--- config.mk ---
export PLATFORM = sky130hd
export DESIGN_NAME = maximal_munch_tokenizer_top
export DESIGN_NICKNAME = d
export VERILOG_FILES = /design/src/design/mmt_pkg.sv /design/src/design/maximal_munch_tokenizer_top.sv /design/src/design/mmt_match.sv /design/src/design/mmt_outreg.sv
export SDC_FILE = /design/constraint.sdc
export NUM_CORES = 1
export LEC_CHECK = 0
export BUFFER_PORTS_ARGS = -buffer_cell sky130_fd_sc_hd__buf_2
export CAP_MARGIN = 20
export CORE_ASPECT_RATIO = 1.25
export CORE_MARGIN = 2
export CORE_UTILIZATION = 30
export DETAILED_ROUTE_END_ITERATION = 8
export GPL_TIMING_DRIVEN = 0
export PLACE_DENSITY = 0.5
export SYNTH_ARGS = -nofsm -noshare
export SYNTH_HDL_FRONTEND = slang
export SYNTH_HIERARCHICAL = 1
export SYNTH_SLANG_ARGS = --single-unit
--- constraint.sdc ---
create_clock -name aclk -period 3.9 [get_ports aclk]
set_input_delay 0.195 -clock aclk [delete_from_list [all_inputs] [get_ports aclk]]
set_output_delay 0.195 -clock aclk [all_outputs]
set_load 0.01 [all_outputs]
--- src/design/mmt_pkg.sv ---
// Shared constants, table of keywords/operators and types of the tokenizer.
// No dependencies; used by every module of the block.
package mmt_pkg;

    localparam int DEPTH       = 8;                  // lookahead window bytes
    localparam int PTR_W       = $clog2(DEPTH);
    localparam int CNT_W       = $clog2(DEPTH + 1);
    localparam int LONGEST     = 8;                  // longest table entry
    localparam int LEN_W       = $clog2(LONGEST + 1);
    localparam int ENTRY_COUNT = 36;
    localparam int KIND_W      = 6;

    localparam logic [KIND_W-1:0] KIND_NAME   = 6'd0;
    localparam logic [KIND_W-1:0] KIND_NUMBER = 6'd1;
    localparam logic [KIND_W-1:0] KIND_STRING = 6'd2;
    localparam int                KIND_TABLE  = 3;

    localparam logic [1:0] MODE_IDLE   = 2'd0;
    localparam logic [1:0] MODE_NAME   = 2'd1;
    localparam logic [1:0] MODE_NUMBER = 2'd2;
    localparam logic [1:0] MODE_STRING = 2'd3;

    localparam logic [7:0] CH_SPACE = 8'h20;
    localparam logic [7:0] CH_TAB   = 8'h09;
    localparam logic [7:0] CH_QUOTE = 8'h22;
    localparam logic [7:0] CH_DOT   = 8'h2E;
    localparam logic [7:0] CH_ZERO  = 8'h30;
    localparam logic [7:0] CH_NINE  = 8'h39;

    // entry text left aligned: character i at bits [63-8*i -: 8]
    localparam logic [63:0] ENTRY_TEXT [ENTRY_COUNT] = '{
        {"function"}, {"var", 40'd0},
        {"=", 56'd0}, {";", 56'd0}, {"(", 56'd0}, {")", 56'd0},
        {"{", 56'd0}, {"}", 56'd0}, {"[", 56'd0}, {"]", 56'd0},
        {"+", 56'd0}, {"-", 56'd0}, {"*", 56'd0}, {"/", 56'd0},
        {"%", 56'd0}, {".", 56'd0}, {",", 56'd0},
        {"+=", 48'd0}, {"-=", 48'd0}, {"*=", 48'd0}, {"%=", 48'd0},
        {"::", 48'd0}, {"==", 48'd0},
        {"<", 56'd0}, {">", 56'd0},
        {"<=", 48'd0}, {">=", 48'd0}, {"!=", 48'd0}, {"&&", 48'd0},
        {"||", 48'd0},
        {"!", 56'd0}, {"&", 56'd0}, {"|", 56'd0}, {"^", 56'd0},
        {"<<", 48'd0}, {">>", 48'd0}
    };

    localparam logic [LEN_W-1:0] ENTRY_LEN [ENTRY_COUNT] = '{
        4'd8, 4'd3,
        4'd1, 4'd1, 4'd1, 4'd1, 4'd1, 4'd1, 4'd1, 4'd1,
        4'd1, 4'd1, 4'd1, 4'd1, 4'd1, 4'd1, 4'd1,
        4'd2, 4'd2, 4'd2, 4'd2, 4'd2, 4'd2,
        4'd1, 4'd1,
        4'd2, 4'd2, 4'd2, 4'd2, 4'd2,
        4'd1, 4'd1, 4'd1, 4'd1,
        4'd2, 4'd2
    };

    typedef logic [7:0] byte_t;

    typedef struct packed {
        logic              hit;
        logic [KIND_W-1:0] kind;
        logic [LEN_W-1:0]  len;
    } match_t;

    typedef struct packed {
        logic [KIND_W-1:0] kind;
        byte_t             data;
        logic              byte_valid;
        logic              first;
        logic              last;
        logic              unterm;
    } result_t;

endpackage

--- src/design/maximal_munch_tokenizer_top.sv ---
// Top level of the maximal-munch tokenizer: lookahead window, scan engine.
// Depends on mmt_pkg, mmt_match, mmt_outreg.
//
//  channel | direction | ports
//  --------+-----------+---------------------------------------------------
//  s_      | in        | s_valid s_ready s_text_byte s_end_of_text
//  m_      | out       | m_valid m_ready m_token_kind m_out_byte
//          |           | m_byte_valid m_token_first m_token_last
//          |           | m_unterminated_string
//
// The engine takes one step per cycle, each step giving at most one result
// word; a table entry of n characters takes n steps. Steady state is one
// byte per cycle while each byte gives about one word: a byte is taken in
// the cycle the head step drops a byte from a full window. A name or number
// end costs one extra step. End of text flushes the window, one step per
// byte plus one closing step, with input held off. Reset (aresetn low,
// synchronous) empties the window and returns to between-token scanning.
// A stall on m_ready freezes the engine; input is still taken while the
// window has room.
module maximal_munch_tokenizer_top (
    input  logic       aclk,
    input  logic       aresetn,
    input  logic       s_valid,
    output logic       s_ready,
    input  logic [7:0] s_text_byte,
    input  logic       s_end_of_text,
    output logic       m_valid,
    input  logic       m_ready,
    output logic [5:0] m_token_kind,
    output logic [7:0] m_out_byte,
    output logic       m_byte_valid,
    output logic       m_token_first,
    output logic       m_token_last,
    output logic       m_unterminated_string
);

    localparam int DEPTH = mmt_pkg::DEPTH;
    localparam int CNT_W = mmt_pkg::CNT_W;
    localparam int LEN_W = mmt_pkg::LEN_W;

    // window and scan state
    mmt_pkg::byte_t             win_reg [DEPTH];
    mmt_pkg::byte_t             win_next [DEPTH];
    logic [CNT_W-1:0]           cnt_reg;
    logic [1:0]                 mode_reg,  mode_next;
    logic                       open_reg,  open_next;
    mmt_pkg::byte_t             held_reg,  held_next;
    logic                       hfirst_reg, hfirst_next;
    logic [LEN_W-1:0]           left_reg,  left_next;   // entry chars still to send
    logic [5:0]                 ekind_reg, ekind_next;
    logic                       flush_reg, flush_next;

    mmt_pkg::match_t            match;
    mmt_pkg::result_t           res, m_res;
    logic                       emit, drop, fire, active, free, accept;
    logic                       full, nonempty, blank, digit, quote, goes_on;
    mmt_pkg::byte_t             c;
    logic [CNT_W-1:0]           wr_idx;
    mmt_pkg::result_t           held_res;

    mmt_match u_match (
        .win   (win_reg),
        .cnt   (cnt_reg),
        .match (match)
    );

    assign c        = win_reg[0];
    assign full     = (cnt_reg == CNT_W'(DEPTH));
    assign nonempty = (cnt_reg != '0);
    assign blank    = (c == mmt_pkg::CH_SPACE) || (c == mmt_pkg::CH_TAB);
    assign digit    = (c >= mmt_pkg::CH_ZERO) && (c <= mmt_pkg::CH_NINE);
    assign quote    = (c == mmt_pkg::CH_QUOTE);

    // a step is due while entry chars remain, the window is full, or flushing; it runs when the output is free
    assign active = (left_reg != '0) || full || flush_reg;
    assign fire   = active && free;

    // held character of a name, number or string
    always_comb begin
        held_res.kind       = {4'd0, mode_reg - 2'd1};
        held_res.data       = held_reg;
        held_res.byte_valid = 1'b1;
        held_res.first      = hfirst_reg;
        held_res.last       = 1'b0;
        held_res.unterm     = 1'b0;
    end

    always_comb begin
        emit        = 1'b0;
        drop        = 1'b0;
        res         = held_res;
        mode_next   = mode_reg;
        open_next   = open_reg;
        held_next   = held_reg;
        hfirst_next = hfirst_reg;
        left_next   = left_reg;
        ekind_next  = ekind_reg;
        flush_next  = flush_reg;
        goes_on     = (mode_reg == mmt_pkg::MODE_NUMBER) ? (digit || c == mmt_pkg::CH_DOT)
                                                         : (!blank && !match.hit);
        if (left_reg != '0) begin
            // rest of a multi-character table entry
            emit           = 1'b1;
            drop           = 1'b1;
            res.kind       = ekind_reg;
            res.data       = c;
            res.first      = 1'b0;
            res.last       = (left_reg == LEN_W'(1));
            left_next      = left_reg - LEN_W'(1);
        end else if (full || (flush_reg && nonempty)) begin
            unique case (mode_reg)
                mmt_pkg::MODE_IDLE: begin
                    if (match.hit) begin
                        emit       = 1'b1;
                        drop       = 1'b1;
                        res.kind   = match.kind;
                        res.data   = c;
                        res.first  = 1'b1;
                        res.last   = (match.len == LEN_W'(1));
                        left_next  = match.len - LEN_W'(1);
                        ekind_next = match.kind;
                    end else if (blank) begin
                        drop = 1'b1;
                    end else if (quote) begin
                        drop      = 1'b1;
                        mode_next = mmt_pkg::MODE_STRING;
                        open_next = 1'b0;
                    end else begin
                        drop        = 1'b1;
                        mode_next   = digit ? mmt_pkg::MODE_NUMBER : mmt_pkg::MODE_NAME;
                        held_next   = c;
                        hfirst_next = 1'b1;
                        open_next   = 1'b1;
                    end
                end
                mmt_pkg::MODE_STRING: begin
                    drop = 1'b1;
                    if (quote) begin
                        emit = 1'b1;
                        res.last = 1'b1;
                        if (!open_reg) begin
                            res.kind       = mmt_pkg::KIND_STRING;
                            res.data       = '0;
                            res.byte_valid = 1'b0;
                            res.first      = 1'b1;
                        end
                        mode_next = mmt_pkg::MODE_IDLE;
                        open_next = 1'b0;
                    end else begin
                        emit        = open_reg;
                        held_next   = c;
                        hfirst_next = !open_reg;
                        open_next   = 1'b1;
                    end
                end
                default: begin
                    // name or number
                    emit = 1'b1;
                    if (goes_on) begin
                        drop        = 1'b1;
                        held_next   = c;
                        hfirst_next = 1'b0;
                    end else begin
                        res.last  = 1'b1;
                        mode_next = mmt_pkg::MODE_IDLE;
                        open_next = 1'b0;
                    end
                end
            endcase
        end else begin
            // closing step of end of text, window empty
            res.last = 1'b1;
            if (mode_reg == mmt_pkg::MODE_STRING) begin
                emit       = 1'b1;
                res.unterm = 1'b1;
                if (!open_reg) begin
                    res.kind       = mmt_pkg::KIND_STRING;
                    res.data       = '0;
                    res.byte_valid = 1'b0;
                    res.first      = 1'b1;
                end
            end else begin
                emit = (mode_reg != mmt_pkg::MODE_IDLE) && open_reg;
            end
            mode_next  = mmt_pkg::MODE_IDLE;
            open_next  = 1'b0;
            flush_next = 1'b0;
        end
    end

    // a byte enters, outside a flush, when the window has room or the head step frees a slot
    assign s_ready = !flush_reg && (!full || (fire && drop));
    assign accept  = s_valid && s_ready;
    assign wr_idx  = cnt_reg - CNT_W'(fire && drop);

    // shift on a head drop, then write the incoming byte behind the tail
    always_comb begin
        win_next = win_reg;
        if (fire && drop) begin
            for (int i = 0; i < DEPTH - 1; i++) begin
                win_next[i] = win_reg[i+1];
            end
        end
        if (accept) begin
            win_next[wr_idx[mmt_pkg::PTR_W-1:0]] = s_text_byte;
        end
    end

    always_ff @(posedge aclk) begin
        if (!aresetn) begin
            cnt_reg   <= '0;
            mode_reg  <= mmt_pkg::MODE_IDLE;
            open_reg  <= 1'b0;
            left_reg  <= '0;
            flush_reg <= 1'b0;
        end else begin
            cnt_reg <= wr_idx + CNT_W'(accept);
            if (fire) begin
                mode_reg  <= mode_next;
                open_reg  <= open_next;
                left_reg  <= left_next;
                flush_reg <= flush_next;
            end
            if (accept && s_end_of_text) begin
                flush_reg <= 1'b1;
            end
        end
    end

    always_ff @(posedge aclk) begin
        if (fire) begin
            held_reg   <= held_next;
            hfirst_reg <= hfirst_next;
            ekind_reg  <= ekind_next;
        end
        win_reg <= win_next;
    end

    mmt_outreg u_outreg (
        .aclk    (aclk),
        .aresetn (aresetn),
        .load    (fire && emit),
        .res     (res),
        .free    (free),
        .m_valid (m_valid),
        .m_ready (m_ready),
        .m_res   (m_res)
    );

    assign m_token_kind          = m_res.kind;
    assign m_out_byte            = m_res.data;
    assign m_byte_valid          = m_res.byte_valid;
    assign m_token_first         = m_res.first;
    assign m_token_last          = m_res.last;
    assign m_unterminated_string = m_res.unterm;

endmodule

--- src/design/mmt_match.sv ---
// Longest-match lookup of the keyword/operator table at the window head.
// Depends on mmt_pkg.
module mmt_match (
    input  mmt_pkg::byte_t                win [mmt_pkg::DEPTH],
    input  logic [mmt_pkg::CNT_W-1:0]     cnt,
    output mmt_pkg::match_t               match
);

    logic [mmt_pkg::ENTRY_COUNT-1:0] hit;
    logic [mmt_pkg::LEN_W-1:0]       max_len;
    logic [mmt_pkg::KIND_W-1:0]      kind;

    always_comb begin
        for (int e = 0; e < mmt_pkg::ENTRY_COUNT; e++) begin
            hit[e] = ({{(mmt_pkg::LEN_W > mmt_pkg::CNT_W ? mmt_pkg::LEN_W - mmt_pkg::CNT_W
                       : 0){1'b0}}, cnt} >= mmt_pkg::ENTRY_LEN[e]);
            for (int i = 0; i < mmt_pkg::LONGEST; i++) begin
                if (i < int'(mmt_pkg::ENTRY_LEN[e])) begin
                    if (i >= mmt_pkg::DEPTH) begin
                        hit[e] = 1'b0;
                    end else if (win[i % mmt_pkg::DEPTH] !=
                                 mmt_pkg::ENTRY_TEXT[e][63-8*i -: 8]) begin
                        hit[e] = 1'b0;
                    end
                end
            end
        end
    end

    // longest hit wins; texts of equal length are distinct
    always_comb begin
        max_len = '0;
        for (int e = 0; e < mmt_pkg::ENTRY_COUNT; e++) begin
            if (hit[e] && mmt_pkg::ENTRY_LEN[e] > max_len) begin
                max_len = mmt_pkg::ENTRY_LEN[e];
            end
        end
        kind = '0;
        for (int e = 0; e < mmt_pkg::ENTRY_COUNT; e++) begin
            if (hit[e] && mmt_pkg::ENTRY_LEN[e] == max_len) begin
                kind = kind | mmt_pkg::KIND_W'(e + mmt_pkg::KIND_TABLE);
            end
        end
    end

    assign match.hit  = |hit;
    assign match.kind = kind;
    assign match.len  = max_len;

endmodule

--- src/design/mmt_outreg.sv ---
// Result output register with valid/ready handshake.
// Depends on mmt_pkg.
module mmt_outreg (
    input  logic              aclk,
    input  logic              aresetn,
    input  logic              load,
    input  mmt_pkg::result_t  res,
    output logic              free,
    output logic              m_valid,
    input  logic              m_ready,
    output mmt_pkg::result_t  m_res
);

    logic             valid_reg;
    mmt_pkg::result_t res_reg;

    assign free    = !valid_reg || m_ready;
    assign m_valid = valid_reg;
    assign m_res   = res_reg;

    always_ff @(posedge aclk) begin
        if (!aresetn) begin
            valid_reg <= 1'b0;
        end else if (load) begin
            valid_reg <= 1'b1;
        end else if (m_ready) begin
            valid_reg <= 1'b0;
        end
    end

    always_ff @(posedge aclk) begin
        if (load) begin
            res_reg <= res;
        end
    end

endmodule

==> results of run 1 <==
layer usage:
metal  track usage, %  vias to the layer above
met2             31.1                      155
met4             7.77                        0
li1                 -                     2748
met1             18.8                     2728
met5                0                        -
met3             2.08                       45
cell type report:
type / instances / area, µm² / share of cell area [%]
Timing Repair Buffer: 76 / 504 / 6.08
Tap cell: 283 / 354 / 4.27
Clock inverter: 6 / 66.3 / 0.799
Sequential cell: 110 / 2650 / 32.0
Clock buffer: 10 / 239 / 2.88
Buffer: 26 / 179 / 2.16
Multi-Input combinational cell: 504 / 4180 / 50.3
Inverter: 32 / 125 / 1.51
worst paths after layout:
path	to	slack [ns]	cells after the start
worst max-delay path	win_reg[15]	0.08	17
worst min register to register	left_reg[1]	0.47	2
worst min-delay path	flush_reg	0.06	2
worst max register to register	win_reg[15]	0.08	17
report_power, final:
| part | total [mW] | internal, mW | switching [mW] |
|---|---|---|---|
| clock | 0.960 | 0.520 | 0.440 |
| sequential | 2.35 | 1.84 | 0.513 |
| combinational | 4.52 | 2.31 | 2.21 |
| total | 7.84 | 4.67 | 3.17 |
synthesized netlist by cell type, types with 5 or more instances:
| cell | number | area share (%) |
|---|---|---|
| buf_2 | 9 | 0.66 |
| a22oi_1 | 10 | 1.1 |
| nand4bb_1 | 6 | 0.99 |
| and3_1 | 6 | 0.55 |
| mux2i_1 | 5 | 0.74 |
| nor4b_1 | 7 | 0.90 |
| nor2_1 | 51 | 2.8 |
| a21oi_1 | 37 | 2.7 |
| ha_1 | 10 | 1.8 |
| nor4_1 | 7 | 0.64 |
| clkbuf_1 | 15 | 0.83 |
| mux2_2 | 112 | 19 |
| edfxtp_1 | 41 | 18 |
| inv_1 | 31 | 1.7 |
| nor2b_1 | 7 | 0.64 |
| nand2_1 | 47 | 2.6 |
| nand3b_1 | 5 | 0.55 |
| nand4_1 | 9 | 0.83 |
| dfxtp_1 | 69 | 20 |
| nand4b_1 | 11 | 1.4 |
| a31oi_1 | 5 | 0.46 |
| o21ai_0 | 29 | 2.1 |
| and4bb_2 | 5 | 0.92 |
| nor3_1 | 14 | 1.0 |
| nand3_1 | 11 | 0.81 |
| nand2b_1 | 6 | 0.55 |
cells by family (layout without fill, tap and decap cells):
kind of cell,count (synthesis),after routing
buf+inv,63,150
mux,117,117
xor+xnor,7,7
simple gates,224,224
flops,110,110
compound gates,145,145
fa+ha+maj,10,10
other cells,1,1
critical path, cell delays in order (launching register included):
cell and delay [ns]:
dfxtp_4 0.37, or4b_4 0.63, nor2_4 0.15, a21oi_2 0.04, o211ai_1 0.30, nand2_1 0.09, nand4b_1 0.15, o211a_1 0.20
nand4b_4 0.17, clkinv_4 0.09, buf_8 0.13, ha_4 0.16, ha_4 0.17, xnor2_4 0.16, buf_6 0.15, nor2_4 0.14
o2111ai_4 0.24, mux2_4 0.37
stage by stage:
stage               setup WS (ns)  total power [mW]  util, %  hold WS (ns)  std cells
floorplan                  0.0836              5.17        -         0.294        677
global placement            -1.51              6.16     32.9         0.432        992
detailed placement          -1.01              6.20     32.9         0.433        993
CTS                      -0.00420              7.65     36.3        0.0468       1030
global route              -0.0471              8.38     37.2        0.0556       1047
finish                     0.0827              7.84     37.2        0.0575       1047
timing repair:
| item | 4_1_cts | 5_1_grt |
|---|---|---|
| pin swaps | 11 | 22 |
| buffers inserted | 22 | 21 |
| hold buffers | 0 | 0 |
| cloned | 0 | 0 |
| gates resized for setup | 67 | 27 |
| endpoints found under the setup margin | 100 | 78 |
==> metrics.md, run 1 <==
| Metric | Value |
|---|---|
| Reg clk slew, reported paths | 0.08 ns |
| CTS sink cnt | 110 |
| Gr ovfl total | 0 |
| Fin area | 8300 µm² |
| DR WL met3 | 636 µm |
| CTS Buffer Depth | 2 |
| CTS root buf | clkbuf_16 |
| Fin. max-slew vios | 0 |
| Total number of yosys warnings | 6 |
| # rows | 61 |
| Routed Antenna Nets | 0 |
| Mapped Nets | 700 |
| Fillers | 2285 |
| Critical path arrival | 4.07 ns |
| Placer Congestion | 0.901 |
| Sequential fraction of the synthesis area | 38.4% |
| Shortest period the worst path allows | 3.82 ns |
| I/O Buffers | 32 |
| Reg2reg start | c[6] |
| Commonest cells after routing, fill and taps aside | 111 x mux2_2, 54 x dfxtp_1, 46 x nor2_1, 46 x nand2_1, 45 x buf_4 |
| Status | finished clean |
| Initial core utilization | 30.5% |
| DIE AREA | 23900 µm² |
| Pin count of the biggest net entering global routing | 20 |
| Post-Synth Simple-Gate Area | 19.9% |
| Hpwl dp | 14400 µm |
| Iter 0 DRT Violations | 248 |
| Unrepaired setup endpoints after global routing | true |
| Max layer used | met4 |
| Total power per unit cell area | 944 nW/µm² |
| Hold Fails Final Rpt | 0 |
| Final wirelength | 19600 µm |
| Post-synth EDFFs | 41 |
| Critical Path End Type | flip-flop |
| Drt pass-1 iters | 5 |
| CTS tree | done |
| Placed Area | 7340 µm² |
| H-Tree Depth | 3 |
| Highest clock rate | 0.262 GHz |
| Crit. Startpoint | c[6] |
| Layout cells sized above 1 | 38.5% |
| Critical path data required time | 4.15 ns |
| Ant. Diodes | 0 |
| Met1 Routed Length | 8110 µm |
| Max reg flops | 48 |
| Net count reported at finish | 782 |
| Worst skew pair latency | 0.36 ns |
| GRT Overall Usage | 16.6% |
| Final Skew | 0.0108 ns |
| Synth Instances | 677 |
| Chip width | 139 µm |
| Lkg Pwr | 3.15 nW |
| Worst-path maximum fanout | 8 |
| Io pins | 33 |
| Commonest non-fill, non-tap cell in the layout | mux2_2 |
| Maxcap violations | 0 |
| Fin crit share | 97.9% |
| Yosys cell types | 89 |
| Die height | 172 µm |
| Synthesis-stage register bit count | 110 |
| Synth Area in Compound Gates | 15.5% |
| DRC | 0 |
| Worst min-delay path startpoint | s_end_of_text |
| Setup TNS | 0 ns |
| Worst-margin pin slew | 0.905 ns |
| Post-Synth Adder-Cell Area | 1.84% |
| Post-synth top flop | dfxtp_1 |
| P&R area growth vs syn | 21.9% |
| Max_slew headroom | 39.0% |
| Hold Crit Class | input port to flip-flop |
| Global-route wire length before repair | 30900 µm |
| Largest family of logic cells by synthesized area | simple AND/OR/NAND/NOR gates |
| Startpoint types | flip-flop |
| Vias post-DR | 5676 |
| Post-synthesis mux area share | 19.3% |
| Post-Syn Area per Cell | 10.1 µm² |
| FFs w/ async S/R, synth | 0% |
| WS Path Type | flip-flop to flip-flop |
| VDD IR-drop max | 0.394 mV |
| Via count of the first global-routing pass | 5528 |
| Wirelength per Cell | 18.8 µm |
| Endpoints failing setup | 0 |
| Initial antenna violation count | 0 |
| Num CTS Buffers | 9 |
| Vias per cell | 5.42 |
| Met2 Wirelength | 10100 µm |
| Synth Area in XOR/XNOR | 0.901% |
| Core Region | 22300 µm² |
| Post-synthesis instance area | 6810 µm² |
Power figures use the tool's default switching activity.
==> run 2, diff against run 1 <==
--- a/config.mk
+++ b/config.mk
@@ -7,13 +7,16 @@
 export LEC_CHECK = 0
 export BUFFER_PORTS_ARGS = -buffer_cell sky130_fd_sc_hd__buf_2
 export CAP_MARGIN = 20
+export CELL_PAD_IN_SITES_DETAIL_PLACEMENT = 2
+export CELL_PAD_IN_SITES_GLOBAL_PLACEMENT = 2
 export CORE_ASPECT_RATIO = 1.25
 export CORE_MARGIN = 2
 export CORE_UTILIZATION = 30
 export DETAILED_ROUTE_END_ITERATION = 8
 export GPL_TIMING_DRIVEN = 0
-export PLACE_DENSITY = 0.5
+export PLACE_DENSITY = 0.66
 export SYNTH_ARGS = -nofsm -noshare
 export SYNTH_HDL_FRONTEND = slang
 export SYNTH_HIERARCHICAL = 1
 export SYNTH_SLANG_ARGS = --single-unit
+export TNS_END_PERCENT = 30
==> constraint.sdc (replaced) <==
create_clock -name aclk -period 4.3 [get_ports aclk]
set_input_delay 0.215 -clock aclk [delete_from_list [all_inputs] [get_ports aclk]]
set_output_delay 0.215 -clock aclk [all_outputs]
set_load 0.01 [all_outputs]
==> metrics.md, run 2 (same netlist as run 1, synthesis figures left out) <==
| Metric | Value |
|---|---|
| Critical path arrival | 4.32 ns (was 4.07 ns) |
| Io pins | 33 (unchanged) |
| Fin crit share | 94.9% (was 97.9%) |
| Critical path data required time | 4.54 ns (was 4.15 ns) |
| I/O Buffers | 32 (unchanged) |
| Net count reported at finish | 760 (was 782) |
| Gr ovfl total | 0 (unchanged) |
| Vias per cell | 5.64 (was 5.42) |
| CTS root buf | clkbuf_16 (unchanged) |
| GRT Overall Usage | 20.0% (was 16.6%) |
| Startpoint types | flip-flop (unchanged) |
| WS Path Type | flip-flop to flip-flop (unchanged) |
| P&R area growth vs syn | 18.4% (was 21.9%) |
| Iter 0 DRT Violations | 180 (was 248) |
| Final wirelength | 23700 µm (was 19600 µm) |
| Die height | 172 µm (unchanged) |
| Placer Congestion | 0.892 (was 0.901) |
| Ant. Diodes | 0 (unchanged) |
| Routed Antenna Nets | 0 (unchanged) |
| Fin. max-slew vios | 0 (unchanged) |
| DRC | 0 (unchanged) |
| Commonest cells after routing, fill and taps aside | 111 x mux2_2, 57 x dfxtp_1, 47 x nor2_1, 47 x nand2_1, 41 x edfxtp_1 (was 111 x mux2_2, 54 x dfxtp_1, 46 x nor2_1, 46 x nand2_1, 45 x buf_4) |
| Fillers | 2430 (was 2285) |
| Clock group share of total power | 12.0% (was 12.3%) |
| VDD IR-drop max | 0.332 mV (was 0.394 mV) |
| Hold Fails Final Rpt | 0 (unchanged) |
| Unrepaired setup endpoints after global routing | false (was true) |
| Hold Crit Class | input port to flip-flop (unchanged) |
| Worst skew pair latency | 0.36 ns (about the same) |
| Reg clk slew, reported paths | 0.08 ns (about the same) |
| Maxcap violations | 0 (unchanged) |
| CP cell instances | buf_2 -> or3b_2 -> a211oi_4 -> a41oi_2 -> o211ai_1 -> nand2_1 -> nand4b_1 -> o211a_1 -> nand4b_4 -> inv_6 -> buf_6 -> ha_1 -> ha_4 -> xnor2_4 -> buf_4 -> nand2_1 -> nor2_2 -> o21ai_4 -> mux2_2 (was or4b_4 -> nor2_4 -> a21oi_2 -> o211ai_1 -> nand2_1 -> nand4b_1 -> o211a_1 -> nand4b_4 -> clkinv_4 -> buf_8 -> ha_4 -> ha_4 -> xnor2_4 -> buf_6 -> nor2_4 -> o2111ai_4 -> mux2_4) |
| Slowest stage cell, crit path | or3b_2 (was or4b_4) |
| Finished Core Util | 36.2% (was 37.2%) |
| CTS Buffer Depth | 2 (unchanged) |
| Sw Share | 42.6% (was 40.4%) |
| Worst-margin pin slew | 1.10 ns (was 0.905 ns) |
| Pin count of the biggest net entering global routing | 20 (unchanged) |
| Highest clock rate | 0.245 GHz (was 0.262 GHz) |
| Final Skew | 0.0107 ns (was 0.0108 ns) |
| Fin worst setup slack | 0.219 ns (was 0.0827 ns) |
| Wirelength per Cell | 23.1 µm (was 18.8 µm) |
| Shortest period the worst path allows | 4.08 ns (was 3.82 ns) |
| Logic pwr share | 57.4% (was 57.7%) |
| Initial core utilization | 30.5% (unchanged) |
| CTS sink cnt | 110 (unchanged) |
| Worst-path maximum fanout | 12 (was 8) |
| Sequential Power Share | 30.6% (was 30.0%) |
| Lkg Pwr | 3.01 nW (was 3.15 nW) |
| Global-route wire length before repair | 37300 µm (was 30900 µm) |
| Layout cells sized above 1 | 35.3% (was 38.5%) |
| Status | finished clean (unchanged) |
| Final cell count without fillers | 1025 (was 1047) |
| P_int | 4.08 mW (was 4.67 mW) |
| Max_slew headroom | 25.7% (was 39.0%) |
| Core Region | 22300 µm² (unchanged) |
| # rows | 61 (unchanged) |
| Total power per unit cell area | 882 nW/µm² (was 944 nW/µm²) |
| Initial antenna violation count | 0 (unchanged) |
| Vias post-DR | 5776 (was 5676) |
| Commonest non-fill, non-tap cell in the layout | mux2_2 (unchanged) |
| Max reg flops | 48 (unchanged) |
| Hpwl dp | 17600 µm (was 14400 µm) |
| Pre-CTS WS | -1.16 ns (was -1.01 ns) |
| Net load switching power | 3.03 mW (was 3.17 mW) |
| Min Hold Slack | 0.0862 ns (was 0.0575 ns) |
| Dpl cells | 993 (unchanged) |
| Endpoints failing setup | 0 (unchanged) |
| Num CTS Buffers | 9 (unchanged) |
| CP peak stage delay | 0.50 ns (was 0.63 ns) |
| DIE AREA | 23900 µm² (unchanged) |
| Setup TNS | 0 ns (unchanged) |
| H-Tree Depth | 3 (unchanged) |
| Drt pass-1 iters | 5 (unchanged) |
| CTS tree | done (unchanged) |
| Via count of the first global-routing pass | 6487 (was 5528) |
| Crit path buffers/inverters | 4 (was 3) |
| Critical Path End Type | flip-flop (unchanged) |
| CP most frequent cell | nand2_1 |
| CP delay by family, top | simple AND/OR/NAND/NOR gates (unchanged) |
| Chip width | 139 µm (unchanged) |
-- run 2: layout make-up --
cell class / count / area, µm² / area share [%]
buffer: 30 / 195 / 2.42
clock buffer: 12 / 268 / 3.32
clock inverter: 4 / 27.5 / 0.342
inverter: 32 / 125 / 1.55
multi-input combinational: 504 / 4130 / 51.2
sequential: 110 / 2650 / 32.8
tap: 283 / 354 / 4.39
timing repair buffer: 50 / 320 / 3.97
-- run 2: power groups by stage --
stage	clock [mW]	combinational, mW	sequential [mW]
final	0.853	4.08	2.18
after global routing	0.916	4.45	2.24
after CTS	0.870	3.98	2.19
after detailed placement	0	3.64	2.18
after global placement	0	3.45	2.14
after floorplan	0	2.70	1.98
-- run 2: what timing repair did --
action	CTS	global route
pin swaps	4	5
setup buffers	14	3
hold buffers	0	0
setup endpoints to repair	81	76
resized for setup	54	19
-- run 2: worst register-to-register path: stages (launching register included) --
cell and delay, ns:
dfxtp_4 0.41, buf_2 0.20, or3b_2 0.50, a211oi_4 0.26, a41oi_2 0.07, o211ai_1 0.14
nand2_1 0.12, nand4b_1 0.16, o211a_1 0.20, nand4b_4 0.20, inv_6 0.06, buf_6 0.15
ha_1 0.22, ha_4 0.19, xnor2_4 0.22, buf_4 0.19, nand2_1 0.08, nor2_2 0.17
o21ai_4 0.12, mux2_2 0.30
-- run 2: worst paths after layout --
| check | startpoint | to | slack [ns] | depth (start not counted) |
|---|---|---|---|---|
| max | c[4] | c[7] | 0.22 | 19 |
| min | s_end_of_text | flush_reg | 0.09 | 2 |
| max reg2reg | c[4] | c[7] | 0.22 | 19 |
| min reg2reg | left_reg[1] | left_reg[1] | 0.48 | 2 |
-- run 2: routing by layer --
layer	global-route usage, %	vias up	share of wire, %
met5	0	-	0
met2	39.0	90	54
met1	22.2	2948	40
li1	-	2700	-
met3	2.24	38	2.3
met4	8.21	0	3.4
-- run 2: per-stage QoR --
step / power [mW] / area [µm²]
6_report: 7.11 / 8060
5_1_grt: 7.60 / 8060
4_1_cts: 7.04 / 7960
3_5_place_dp: 5.82 / 7340
3_3_place_gp: 5.59 / 7320
2_1_floorplan: 4.68 / 6810
